[src/sv/vdu_pkg.sv]
`default_nettype none
// ----------------------------------------------------------------------------
// vdu_pkg
// Shared widths, metric codes and controller/datapath interface types for
// the vector distance unit.
// ----------------------------------------------------------------------------
package vdu_pkg;

	localparam int ELEM_W     = 16;
	localparam int DIFF_W     = ELEM_W;
	localparam int SQ_W       = 2 * DIFF_W;
	localparam int ACC_W      = 43;
	localparam int OUT_W      = 26;
	localparam int METRIC_W   = 2;
	localparam int ROOT_STEPS = (ACC_W + 1) / 2;
	localparam int ROOT_W     = ROOT_STEPS;
	localparam int RAD_W      = 2 * ROOT_STEPS;
	localparam int REM_W      = ROOT_W + 3;
	localparam int CNT_W      = $clog2(ROOT_STEPS);

	localparam logic [ACC_W-1:0] ACC_MAX = {ACC_W{1'b1}};
	localparam logic [OUT_W-1:0] OUT_MAX = {OUT_W{1'b1}};

	localparam logic [METRIC_W-1:0] METRIC_MANHATTAN = 2'd0;
	localparam logic [METRIC_W-1:0] METRIC_EUCLID    = 2'd1;
	localparam logic [METRIC_W-1:0] METRIC_CHEBYSHEV = 2'd2;
	localparam logic [METRIC_W-1:0] METRIC_RESET     = METRIC_EUCLID;

	// Controller to datapath commands
	typedef struct packed {
		logic load_in;
		logic do_diff;
		logic do_sqr;
		logic do_acc;
		logic root_init;
		logic root_step;
		logic load_out;
	} vdu_cmd_t;

	// Datapath to controller status
	typedef struct packed {
		logic last;
		logic euclid;
	} vdu_sts_t;

endpackage
`default_nettype wire

[src/sv/vdu_ctrl.sv]
`default_nettype none
// ----------------------------------------------------------------------------
// vdu_ctrl
// Sequencer for the vector distance unit: steps each pair through difference,
// square and accumulate, runs the root if Euclidean and hands off the result.
// ----------------------------------------------------------------------------
module vdu_ctrl (
	input  wire logic              clk,
	input  wire logic              arst_n,
	input  wire logic              in_valid,
	output logic                   in_ready,
	output logic                   out_valid,
	input  wire logic              out_ready,
	input  wire vdu_pkg::vdu_sts_t sts,
	output vdu_pkg::vdu_cmd_t      cmd
);

	typedef enum logic [2:0] {
		ST_IDLE,
		ST_DIFF,
		ST_SQR,
		ST_ACC,
		ST_ROOT_LD,
		ST_ROOT,
		ST_FIN
	} state_t;

	state_t                     state_q;
	logic                       out_valid_q;
	logic [vdu_pkg::CNT_W-1:0]  root_cnt_q;
	logic                       out_free;

	assign out_free  = !out_valid_q || out_ready;
	assign in_ready  = (state_q == ST_IDLE);
	assign out_valid = out_valid_q;

	always_comb begin
		cmd = '0;
		case (state_q)
			ST_IDLE:    cmd.load_in   = in_valid;
			ST_DIFF:    cmd.do_diff   = 1'b1;
			ST_SQR:     cmd.do_sqr    = 1'b1;
			ST_ACC:     cmd.do_acc    = 1'b1;
			ST_ROOT_LD: cmd.root_init = 1'b1;
			ST_ROOT:    cmd.root_step = 1'b1;
			ST_FIN:     cmd.load_out  = out_free;
			default:    cmd = '0;
		endcase
	end

	always_ff @(posedge clk or negedge arst_n) begin
		if (!arst_n) begin
			state_q     <= ST_IDLE;
			out_valid_q <= 1'b0;
			root_cnt_q  <= '0;
		end else begin
			// raise on a fresh load, drop once taken
			if (cmd.load_out) begin
				out_valid_q <= 1'b1;
			end else if (out_ready) begin
				out_valid_q <= 1'b0;
			end
			case (state_q)
				ST_IDLE: begin
					if (in_valid) begin
						state_q <= ST_DIFF;
					end
				end
				ST_DIFF: state_q <= ST_SQR;
				ST_SQR:  state_q <= ST_ACC;
				ST_ACC: begin
					if (!sts.last) begin
						state_q <= ST_IDLE;
					end else if (sts.euclid) begin
						state_q <= ST_ROOT_LD;
					end else begin
						state_q <= ST_FIN;
					end
				end
				ST_ROOT_LD: begin
					root_cnt_q <= '0;
					state_q    <= ST_ROOT;
				end
				ST_ROOT: begin
					root_cnt_q <= root_cnt_q + 1'b1;
					if (root_cnt_q == vdu_pkg::CNT_W'(vdu_pkg::ROOT_STEPS - 1)) begin
						state_q <= ST_FIN;
					end
				end
				ST_FIN: begin
					// hold until the output register is free
					if (out_free) begin
						state_q <= ST_IDLE;
					end
				end
				default: state_q <= ST_IDLE;
			endcase
		end
	end

endmodule
`default_nettype wire

[src/sv/vdu_datapath.sv]
`default_nettype none
// ----------------------------------------------------------------------------
// vdu_datapath
// Metric register, difference/square stages, saturating accumulator,
// digit-by-digit square root and the output register.
// ----------------------------------------------------------------------------
module vdu_datapath (
	input  wire logic                                clk,
	input  wire logic                                arst_n,
	input  wire logic                                cfg_we,
	input  wire logic [vdu_pkg::METRIC_W-1:0]        cfg_wdata,
	input  wire logic signed [vdu_pkg::ELEM_W-1:0]   x_element,
	input  wire logic signed [vdu_pkg::ELEM_W-1:0]   y_element,
	input  wire logic                                last_element,
	input  wire vdu_pkg::vdu_cmd_t                   cmd,
	output vdu_pkg::vdu_sts_t                        sts,
	output logic [vdu_pkg::OUT_W-1:0]                distance
);

	logic [vdu_pkg::METRIC_W-1:0]      metric_q;
	logic [vdu_pkg::ACC_W-1:0]         acc_q;

	logic signed [vdu_pkg::ELEM_W-1:0] x_s1;
	logic signed [vdu_pkg::ELEM_W-1:0] y_s1;
	logic                              last_s1;
	logic [vdu_pkg::DIFF_W-1:0]        ad_s2;
	logic [vdu_pkg::SQ_W-1:0]          sq_s3;

	logic [vdu_pkg::RAD_W-1:0]         rad_q;
	logic [vdu_pkg::REM_W-1:0]         rem_q;
	logic [vdu_pkg::ROOT_W-1:0]        root_q;
	logic [vdu_pkg::OUT_W-1:0]         distance_q;

	logic                              euclid;
	logic signed [vdu_pkg::ELEM_W:0]   diff;
	logic [vdu_pkg::ELEM_W:0]          diff_mag;
	logic [vdu_pkg::SQ_W-1:0]          sq_val;
	logic [vdu_pkg::ACC_W:0]           sum;
	logic [vdu_pkg::ACC_W-1:0]         sq_ext;
	logic [vdu_pkg::ACC_W-1:0]         acc_nxt;
	logic [vdu_pkg::REM_W-1:0]         rem_sh;
	logic [vdu_pkg::REM_W-1:0]         trial;
	logic [vdu_pkg::OUT_W-1:0]         acc_sat;

	assign euclid = (metric_q == vdu_pkg::METRIC_EUCLID);

	assign diff     = {x_s1[vdu_pkg::ELEM_W-1], x_s1} - {y_s1[vdu_pkg::ELEM_W-1], y_s1};
	assign diff_mag = diff[vdu_pkg::ELEM_W] ? -diff : diff;

	always_comb begin
		if (euclid) begin
			sq_val = ad_s2 * ad_s2;
		end else begin
			sq_val = vdu_pkg::SQ_W'(ad_s2);
		end
	end

	assign sum    = {1'b0, acc_q} + (vdu_pkg::ACC_W + 1)'(sq_s3);
	assign sq_ext = vdu_pkg::ACC_W'(sq_s3);

	always_comb begin
		case (metric_q)
			vdu_pkg::METRIC_MANHATTAN,
			vdu_pkg::METRIC_EUCLID: begin
				acc_nxt = sum[vdu_pkg::ACC_W] ? vdu_pkg::ACC_MAX : sum[vdu_pkg::ACC_W-1:0];
			end
			default: begin
				// maximum; the unused code behaves the same
				acc_nxt = (sq_ext > acc_q) ? sq_ext : acc_q;
			end
		endcase
	end

	// one result bit per step: bring down two radicand bits, try 4r+1
	assign rem_sh = {rem_q[vdu_pkg::REM_W-3:0], rad_q[vdu_pkg::RAD_W-1 -: 2]};
	assign trial  = vdu_pkg::REM_W'({root_q, 2'b01});

	assign acc_sat = (|acc_q[vdu_pkg::ACC_W-1:vdu_pkg::OUT_W]) ? vdu_pkg::OUT_MAX
	                                                          : acc_q[vdu_pkg::OUT_W-1:0];

	always_ff @(posedge clk or negedge arst_n) begin
		if (!arst_n) begin
			metric_q <= vdu_pkg::METRIC_RESET;
			acc_q    <= '0;
		end else begin
			if (cfg_we) begin
				metric_q <= cfg_wdata;
			end
			if (cmd.do_acc) begin
				acc_q <= acc_nxt;
			end else if (cmd.load_out) begin
				acc_q <= '0;
			end
		end
	end

	always_ff @(posedge clk) begin
		if (cmd.load_in) begin
			x_s1    <= x_element;
			y_s1    <= y_element;
			last_s1 <= last_element;
		end
		if (cmd.do_diff) begin
			ad_s2 <= diff_mag[vdu_pkg::DIFF_W-1:0];
		end
		if (cmd.do_sqr) begin
			sq_s3 <= sq_val;
		end
		if (cmd.root_init) begin
			rad_q  <= vdu_pkg::RAD_W'(acc_q);
			rem_q  <= '0;
			root_q <= '0;
		end else if (cmd.root_step) begin
			rad_q <= rad_q << 2;
			if (rem_sh >= trial) begin
				rem_q  <= rem_sh - trial;
				root_q <= {root_q[vdu_pkg::ROOT_W-2:0], 1'b1};
			end else begin
				rem_q  <= rem_sh;
				root_q <= {root_q[vdu_pkg::ROOT_W-2:0], 1'b0};
			end
		end
		if (cmd.load_out) begin
			distance_q <= euclid ? vdu_pkg::OUT_W'(root_q) : acc_sat;
		end
	end

	assign sts.last   = last_s1;
	assign sts.euclid = euclid;
	assign distance   = distance_q;

endmodule
`default_nettype wire

[src/sv/vector_distance_unit_core.sv]
`default_nettype none
// ----------------------------------------------------------------------------
// vector_distance_unit_core
// Streaming L1 / L2 / L-infinity distance between two signed vectors.
// ----------------------------------------------------------------------------
// Element pairs arrive one per input request (x_element, y_element, with
// last_element marking the final pair) and fold into a 43-bit saturating
// accumulator under the metric in cfg_wdata (0 Manhattan sum of |x-y|,
// 1 Euclidean floor(sqrt(sum of squares)), 2 or 3 Chebyshev maximum; reset
// selects Euclidean). Each pair runs through capture, difference, square and
// accumulate, one after the other under the controller, and the next pair is
// accepted only once the current one is through. On the last pair the distance
// is written to the output register, saturated to 26 bits, and the accumulator
// clears; for Euclidean the root unit is first loaded and a digit-by-digit root
// that produces one result bit per cycle runs before the result is written.
// A waiting result does not block new pairs; only the next last pair waits for
// the output register to empty, for as long as the result stays untaken.
// Write the metric only while the unit is idle.
// ----------------------------------------------------------------------------
module vector_distance_unit_core (
	input  wire logic                                clk,
	input  wire logic                                arst_n,
	input  wire logic                                cfg_we,
	input  wire logic [vdu_pkg::METRIC_W-1:0]        cfg_wdata,
	input  wire logic                                in_valid,
	output logic                                     in_ready,
	input  wire logic signed [vdu_pkg::ELEM_W-1:0]   x_element,
	input  wire logic signed [vdu_pkg::ELEM_W-1:0]   y_element,
	input  wire logic                                last_element,
	output logic                                     out_valid,
	input  wire logic                                out_ready,
	output logic [vdu_pkg::OUT_W-1:0]                distance
);

	vdu_pkg::vdu_cmd_t cmd;
	vdu_pkg::vdu_sts_t sts;

	// sequencing and output handshake
	vdu_ctrl u_ctrl (
		.clk       (clk),
		.arst_n    (arst_n),
		.in_valid  (in_valid),
		.in_ready  (in_ready),
		.out_valid (out_valid),
		.out_ready (out_ready),
		.sts       (sts),
		.cmd       (cmd)
	);

	// arithmetic, accumulator, root and result register
	vdu_datapath u_datapath (
		.clk          (clk),
		.arst_n       (arst_n),
		.cfg_we       (cfg_we),
		.cfg_wdata    (cfg_wdata),
		.x_element    (x_element),
		.y_element    (y_element),
		.last_element (last_element),
		.cmd          (cmd),
		.sts          (sts),
		.distance     (distance)
	);

	// one request in flight: after acceptance the port closes
	a_one_in_flight: assert property (@(posedge clk) disable iff (!arst_n)
		in_valid && in_ready |=> !in_ready)
		else $error("input accepted while a request is still in work");

	// never overwrite a result that has not been taken
	a_no_overwrite: assert property (@(posedge clk) disable iff (!arst_n)
		cmd.load_out |-> (!out_valid || out_ready))
		else $error("result register loaded while full");

	// a new result is always flagged the cycle after it is loaded
	a_load_shows: assert property (@(posedge clk) disable iff (!arst_n)
		cmd.load_out |=> out_valid)
		else $error("loaded result not presented");

	// the root unit only runs while the input port is closed
	a_root_busy: assert property (@(posedge clk) disable iff (!arst_n)
		(cmd.root_step || cmd.root_init) |-> !in_ready)
		else $error("root running while input port open");

endmodule
`default_nettype wire
[config.mk]
export PLATFORM = sky130hd
export DESIGN_NAME = vector_distance_unit_core
export DESIGN_NICKNAME = d
export VERILOG_FILES = /design/src/sv/vdu_pkg.sv /design/src/sv/vdu_ctrl.sv /design/src/sv/vdu_datapath.sv /design/src/sv/vector_distance_unit_core.sv
export SDC_FILE = /design/constraint.sdc
export NUM_CORES = 1
export LEC_CHECK = 0
export BUFFER_PORTS_ARGS = -buffer_cell sky130_fd_sc_hd__clkbuf_2
export CORE_MARGIN = 3
export CORE_UTILIZATION = 35
export CTS_BUF_LIST = sky130_fd_sc_hd__clkbuf_4 sky130_fd_sc_hd__clkbuf_8
export DETAILED_ROUTE_END_ITERATION = 10
export HOLD_SLACK_MARGIN = 0.05
export PLACE_DENSITY = 0.51
export SLEW_MARGIN = 20
export SYNTH_ARGS = -nofsm -noshare
export SYNTH_HDL_FRONTEND = slang
export SYNTH_HIERARCHICAL = 1
export SYNTH_SLANG_ARGS = --single-unit
export TNS_END_PERCENT = 20
[constraint.sdc]
create_clock -name clk -period 7.69 [get_ports clk]
set_clock_uncertainty 0.05 [all_clocks]
set_input_delay 1.538 -clock clk [delete_from_list [all_inputs] [get_ports clk]]
set_output_delay 1.538 -clock clk [all_outputs]
set_load 0.005 [all_outputs]
==> flow_results.xml <==
<?xml version="1.0" encoding="UTF-8"?>
<metrics>
  <group name="critical_path">
    <metric name="crit_path_end" unit="">u_datapath/sq_s3[28]$_SDFFCE_PN0P_</metric>
    <metric name="reg2reg_setup_slack" unit="ns">0.59</metric>
    <metric name="crit_start" unit="">u_datapath/ad_s2[4]$_DFFE_PP_</metric>
    <metric name="worst-path-max-fanout" unit="">19</metric>
    <metric name="worst_setup_path_start_kind" unit="">flip-flop</metric>
    <metric name="crit_chain" unit="">nand2_1, fa_1, inv_1, fa_1, fa_1, fa_1, fa_1, inv_1, fa_1, inv_1, ha_1, a21o_1, a21o_1, a2111oi_0, nand3_1, nand2_1, o21ai_0, o41ai_1, xor2_1, nor2_1</metric>
    <metric name="worst-setup-path-type" unit="">reg2reg</metric>
    <metric name="critical_path.endpoint_type" unit="">flip-flop</metric>
    <metric name="cpMostUsedCell" unit="">fa_1</metric>
    <metric name="worstRegToRegCells" unit="">20</metric>
    <metric name="critical_path_required" unit="ns">7.96</metric>
    <metric name="r2r-start" unit="">u_datapath/ad_s2[4]$_DFFE_PP_</metric>
    <metric name="timing.critical_path.slowest_stage_cell" unit="">edfxtp_1</metric>
    <metric name="capturing_point_of_the_worst_reg2reg_path" unit="">u_datapath/sq_s3[28]$_SDFFCE_PN0P_</metric>
    <metric name="max_stage_delay" unit="ns">0.85</metric>
    <metric name="arrival" unit="ns">7.37</metric>
  </group>
  <group name="final_layout">
    <metric name="syn2layout_area_growth" unit="%">10.2</metric>
    <metric name="regArea" unit="sq um">6780</metric>
    <metric name="multi_input_area" unit="sq um">13800</metric>
    <metric name="design.final.nets" unit="">2807</metric>
    <metric name="fin_cells" unit="">3269</metric>
    <metric name="final.fill_count" unit="">6332</metric>
    <metric name="layout-drive-gt1-share" unit="%">10.7</metric>
  </group>
  <group name="yosys">
    <metric name="yosys.cell_count.top_type" unit="">inv_1</metric>
    <metric name="post_synthesis_instance_area" unit="sq um">22300</metric>
    <metric name="synth.top_cells.by_count" unit="">inv_1, ha_1, nand2_1</metric>
    <metric name="synth.area.top_cells" unit="">edfxtp_1, fa_1, ha_1, inv_1, dfrtp_1</metric>
    <metric name="synth_flop_cell" unit="">edfxtp_1</metric>
    <metric name="synth_nets" unit="">2761</metric>
    <metric name="ys_types" unit="">86</metric>
    <metric name="post-synth-top-area-cell" unit="">edfxtp_1</metric>
    <metric name="synth_warnings" unit="">6</metric>
    <metric name="yosys.area.top_type_share" unit="%">20.2</metric>
    <metric name="synth_cells" unit="">2347</metric>
    <metric name="synth-seq-area-share" unit="%">30.4</metric>
    <metric name="yosys_reg_bits" unit="">250</metric>
    <metric name="async_flop_share" unit="%">21.6</metric>
    <metric name="syn-mean-instance-area" unit="sq um">9.51</metric>
    <metric name="post_synth_edffs" unit="">150</metric>
  </group>
  <group name="drt">
    <metric name="drt_drc_violations_left" unit="">0</metric>
    <metric name="wire_per_inst" unit="um">16.5</metric>
    <metric name="via_density" unit="">5.04</metric>
    <metric name="antenna_violating_nets_post_route" unit="">0</metric>
    <metric name="dr.first_iter.drc_count" unit="">862</metric>
    <metric name="wirelength" unit="mm">54.0</metric>
    <metric name="detail_route.first_pass.iterations" unit="">5</metric>
    <metric name="vias" unit="">16482</metric>
  </group>
  <group name="placed_design">
    <metric name="pre_cts_setup_slack" unit="ns">0.576</metric>
    <metric name="dpl.cell_count" unit="">3180</metric>
    <metric name="hpwl" unit="mm">41.6</metric>
    <metric name="place_congestion" unit="">0.897</metric>
    <metric name="buffer_ports.inserted" unit="">67</metric>
  </group>
  <group name="timing">
    <metric name="tightestPinTransition" unit="ns">0.894</metric>
    <metric name="setup_slack" unit="ns">0.589</metric>
    <metric name="max_clock_freq" unit="MHz">141</metric>
    <metric name="slew-limit-headroom" unit="%">40.4</metric>
    <metric name="final-hold-violation-count" unit="">0</metric>
    <metric name="slew_violations" unit="">0</metric>
    <metric name="final-setup-viol-count" unit="">0</metric>
    <metric name="layout_min_cycle_time" unit="ns">7.10</metric>
    <metric name="grt_setup_unrepaired" unit="">no</metric>
    <metric name="timing.setup.tns" unit="ns">0</metric>
    <metric name="period_share" unit="%">92.3</metric>
  </group>
  <group name="global_routing">
    <metric name="vias_in_the_first_global_route" unit="">17010</metric>
    <metric name="grt-ovfl-total" unit="">0</metric>
    <metric name="grt_max_degree" unit="">79</metric>
    <metric name="initial_antenna_violation_count" unit="">1</metric>
    <metric name="track_usage" unit="%">16.3</metric>
    <metric name="grt_pass1_wl" unit="mm">88.8</metric>
  </group>
  <group name="cts">
    <metric name="clkTransAtPathRegs" unit="ns">0.05</metric>
    <metric name="clock-sinks" unit="">250</metric>
    <metric name="clock_tree.root_cell" unit="">clkbuf_8</metric>
    <metric name="postCtsSetupBuffers" unit="">0</metric>
    <metric name="worst_skew_pair.late_latency" unit="ns">0.62</metric>
    <metric name="cts_buffers" unit="">48</metric>
    <metric name="holdBufCountCts" unit="">0</metric>
    <metric name="cts.htree.levels" unit="">2</metric>
    <metric name="cts_resized" unit="">0</metric>
    <metric name="cts_tree" unit="">built</metric>
    <metric name="deepest_clock_path_buffer_count" unit="">3</metric>
  </group>
  <group name="floorplanning">
    <metric name="die-area" unit="sq um">66900</metric>
    <metric name="floorplan.die.height" unit="um">259</metric>
    <metric name="fp.coreArea" unit="sq um">62400</metric>
    <metric name="ios" unit="">68</metric>
    <metric name="num_rows" unit="">91</metric>
    <metric name="chipWidth" unit="um">259</metric>
    <metric name="initial_utilization" unit="%">35.8</metric>
  </group>
  <group name="run_status">
    <metric name="outcome" unit="">complete, no violations</metric>
  </group>
  <group name="min_path">
    <metric name="holdCritPathClass" unit="">reg2reg</metric>
  </group>
  <group name="run">
    <metric name="maxCapViolCount" unit="">0</metric>
  </group>
</metrics>
==> final cells by class <==
type / count / area share, %
antenna: 1 / 0.0102
clock buffer: 74 / 3.68
clock inverter: 14 / 0.610
inverter: 383 / 5.84
multi-input combinational: 1620 / 56.0
sequential: 250 / 27.5
tap: 837 / 4.26
timing repair buffer: 90 / 2.06
==> sequential cells by signal (all words and copies together) (netlist names), 5 cells and up <==
signal and count:
u_datapath/ad_s2 16, u_datapath/y_s1 16, u_datapath/rad_q 44, u_datapath/distance 26, u_datapath/sq_s3 32, u_datapath/x_s1 16, u_datapath/acc_q 43, u_datapath/rem_q 23
u_ctrl/root_cnt_q 5, u_datapath/root_q 22
==> critical path, delay by kind of cell, from the launching register on <==
kind,cells,cell delay (ns)
AO/OA/AOI/OAI,5,1.36
XOR/XNOR,1,0.18
AND/OR/NAND/NOR,4,0.61
buffers and inverters,3,0.18
adder cells (fa/ha/maj),7,3.61
flip-flops,1,0.85
==> through the flow <==
| stage | hold WS (ns) | area (sq um) | util (%) |
|---|---|---|---|
| floorplan | 0.407 | 22300 | - |
| finish | 0.447 | 24600 | 39.4 |
| global route | 0.466 | 24600 | 39.4 |
| global placement | 0.433 | 23500 | 37.7 |
| detailed placement | 0.442 | 23500 | 37.7 |
| CTS | 0.450 | 24600 | 39.4 |
==> cell families after synthesis <==
logic type / share of synthesized area, %
and+or+nand+nor: 12.9
buffers and inverters: 8.18
AOI/OAI and AO/OA: 13.7
adders and majority gates: 26.5
DFF: 30.4
xor gates and xnor gates: 4.35
muxes: 4.03
==> metal layers <==
layer,track usage (%),share of wire (%),vias up
met5,0,0,-
met3,1.98,3.5,80
met1,21.3,46,7969
met2,27.9,48,334
met4,5.36,3.1,0
li1,-,-,8099
==> cells in the final DEF (no fill, tap or decap), types with 9 or more instances in the layout <==
cell type    n
a311oi_1    10
o31ai_1     12
nand2_1    179
o21bai_1    18
dfxtp_1     46
o211ai_1    14
fa_1       166
mux2i_1     36
a21o_1      30
a211oi_1    22
nor2b_1     15
clkbuf_2    67
xnor2_1     84
clkbuf_4    18
and3_1      12
and2_1      55
nand2b_1    26
nor3_1      33
nand4_1     15
dfrtp_1     53
edfxtp_1   150
inv_1      382
or3_1        9
xor2_1      27
clkbuf_8    56
o21ai_0    106
ha_1       208
mux2_2      48
a21oi_1    108
nor4_1      10
buf_4       23
nand3_1     34
a31oi_1     34
o221ai_1    26
nor2_1     151
==> how the worst min path moves through the flow <==
stage	startpoint	endpoint	slack, ns	cells past startpoint
finish	u_datapath/rem_q[1]$_SDFFE_PP0P_	u_datapath/rem_q[1]$_SDFFE_PP0P_	0.45	2
global route	u_datapath/rem_q[1]$_SDFFE_PP0P_	u_datapath/rem_q[1]$_SDFFE_PP0P_	0.47	2
CTS	u_datapath/rem_q[1]$_SDFFE_PP0P_	u_datapath/rem_q[1]$_SDFFE_PP0P_	0.45	2
detailed placement	u_datapath/rem_q[1]$_SDFFE_PP0P_	u_datapath/rem_q[1]$_SDFFE_PP0P_	0.44	2
global placement	u_datapath/rem_q[1]$_SDFFE_PP0P_	u_datapath/rem_q[1]$_SDFFE_PP0P_	0.43	2
floorplan	u_datapath/rad_q[41]$_DFFE_PP_	u_datapath/rad_q[43]$_SDFFE_PP0P_	0.41	2
Power is left out: the tool's default activity adds up to more than one toggle a clock period on the data nets, which glitch-free logic cannot reach.
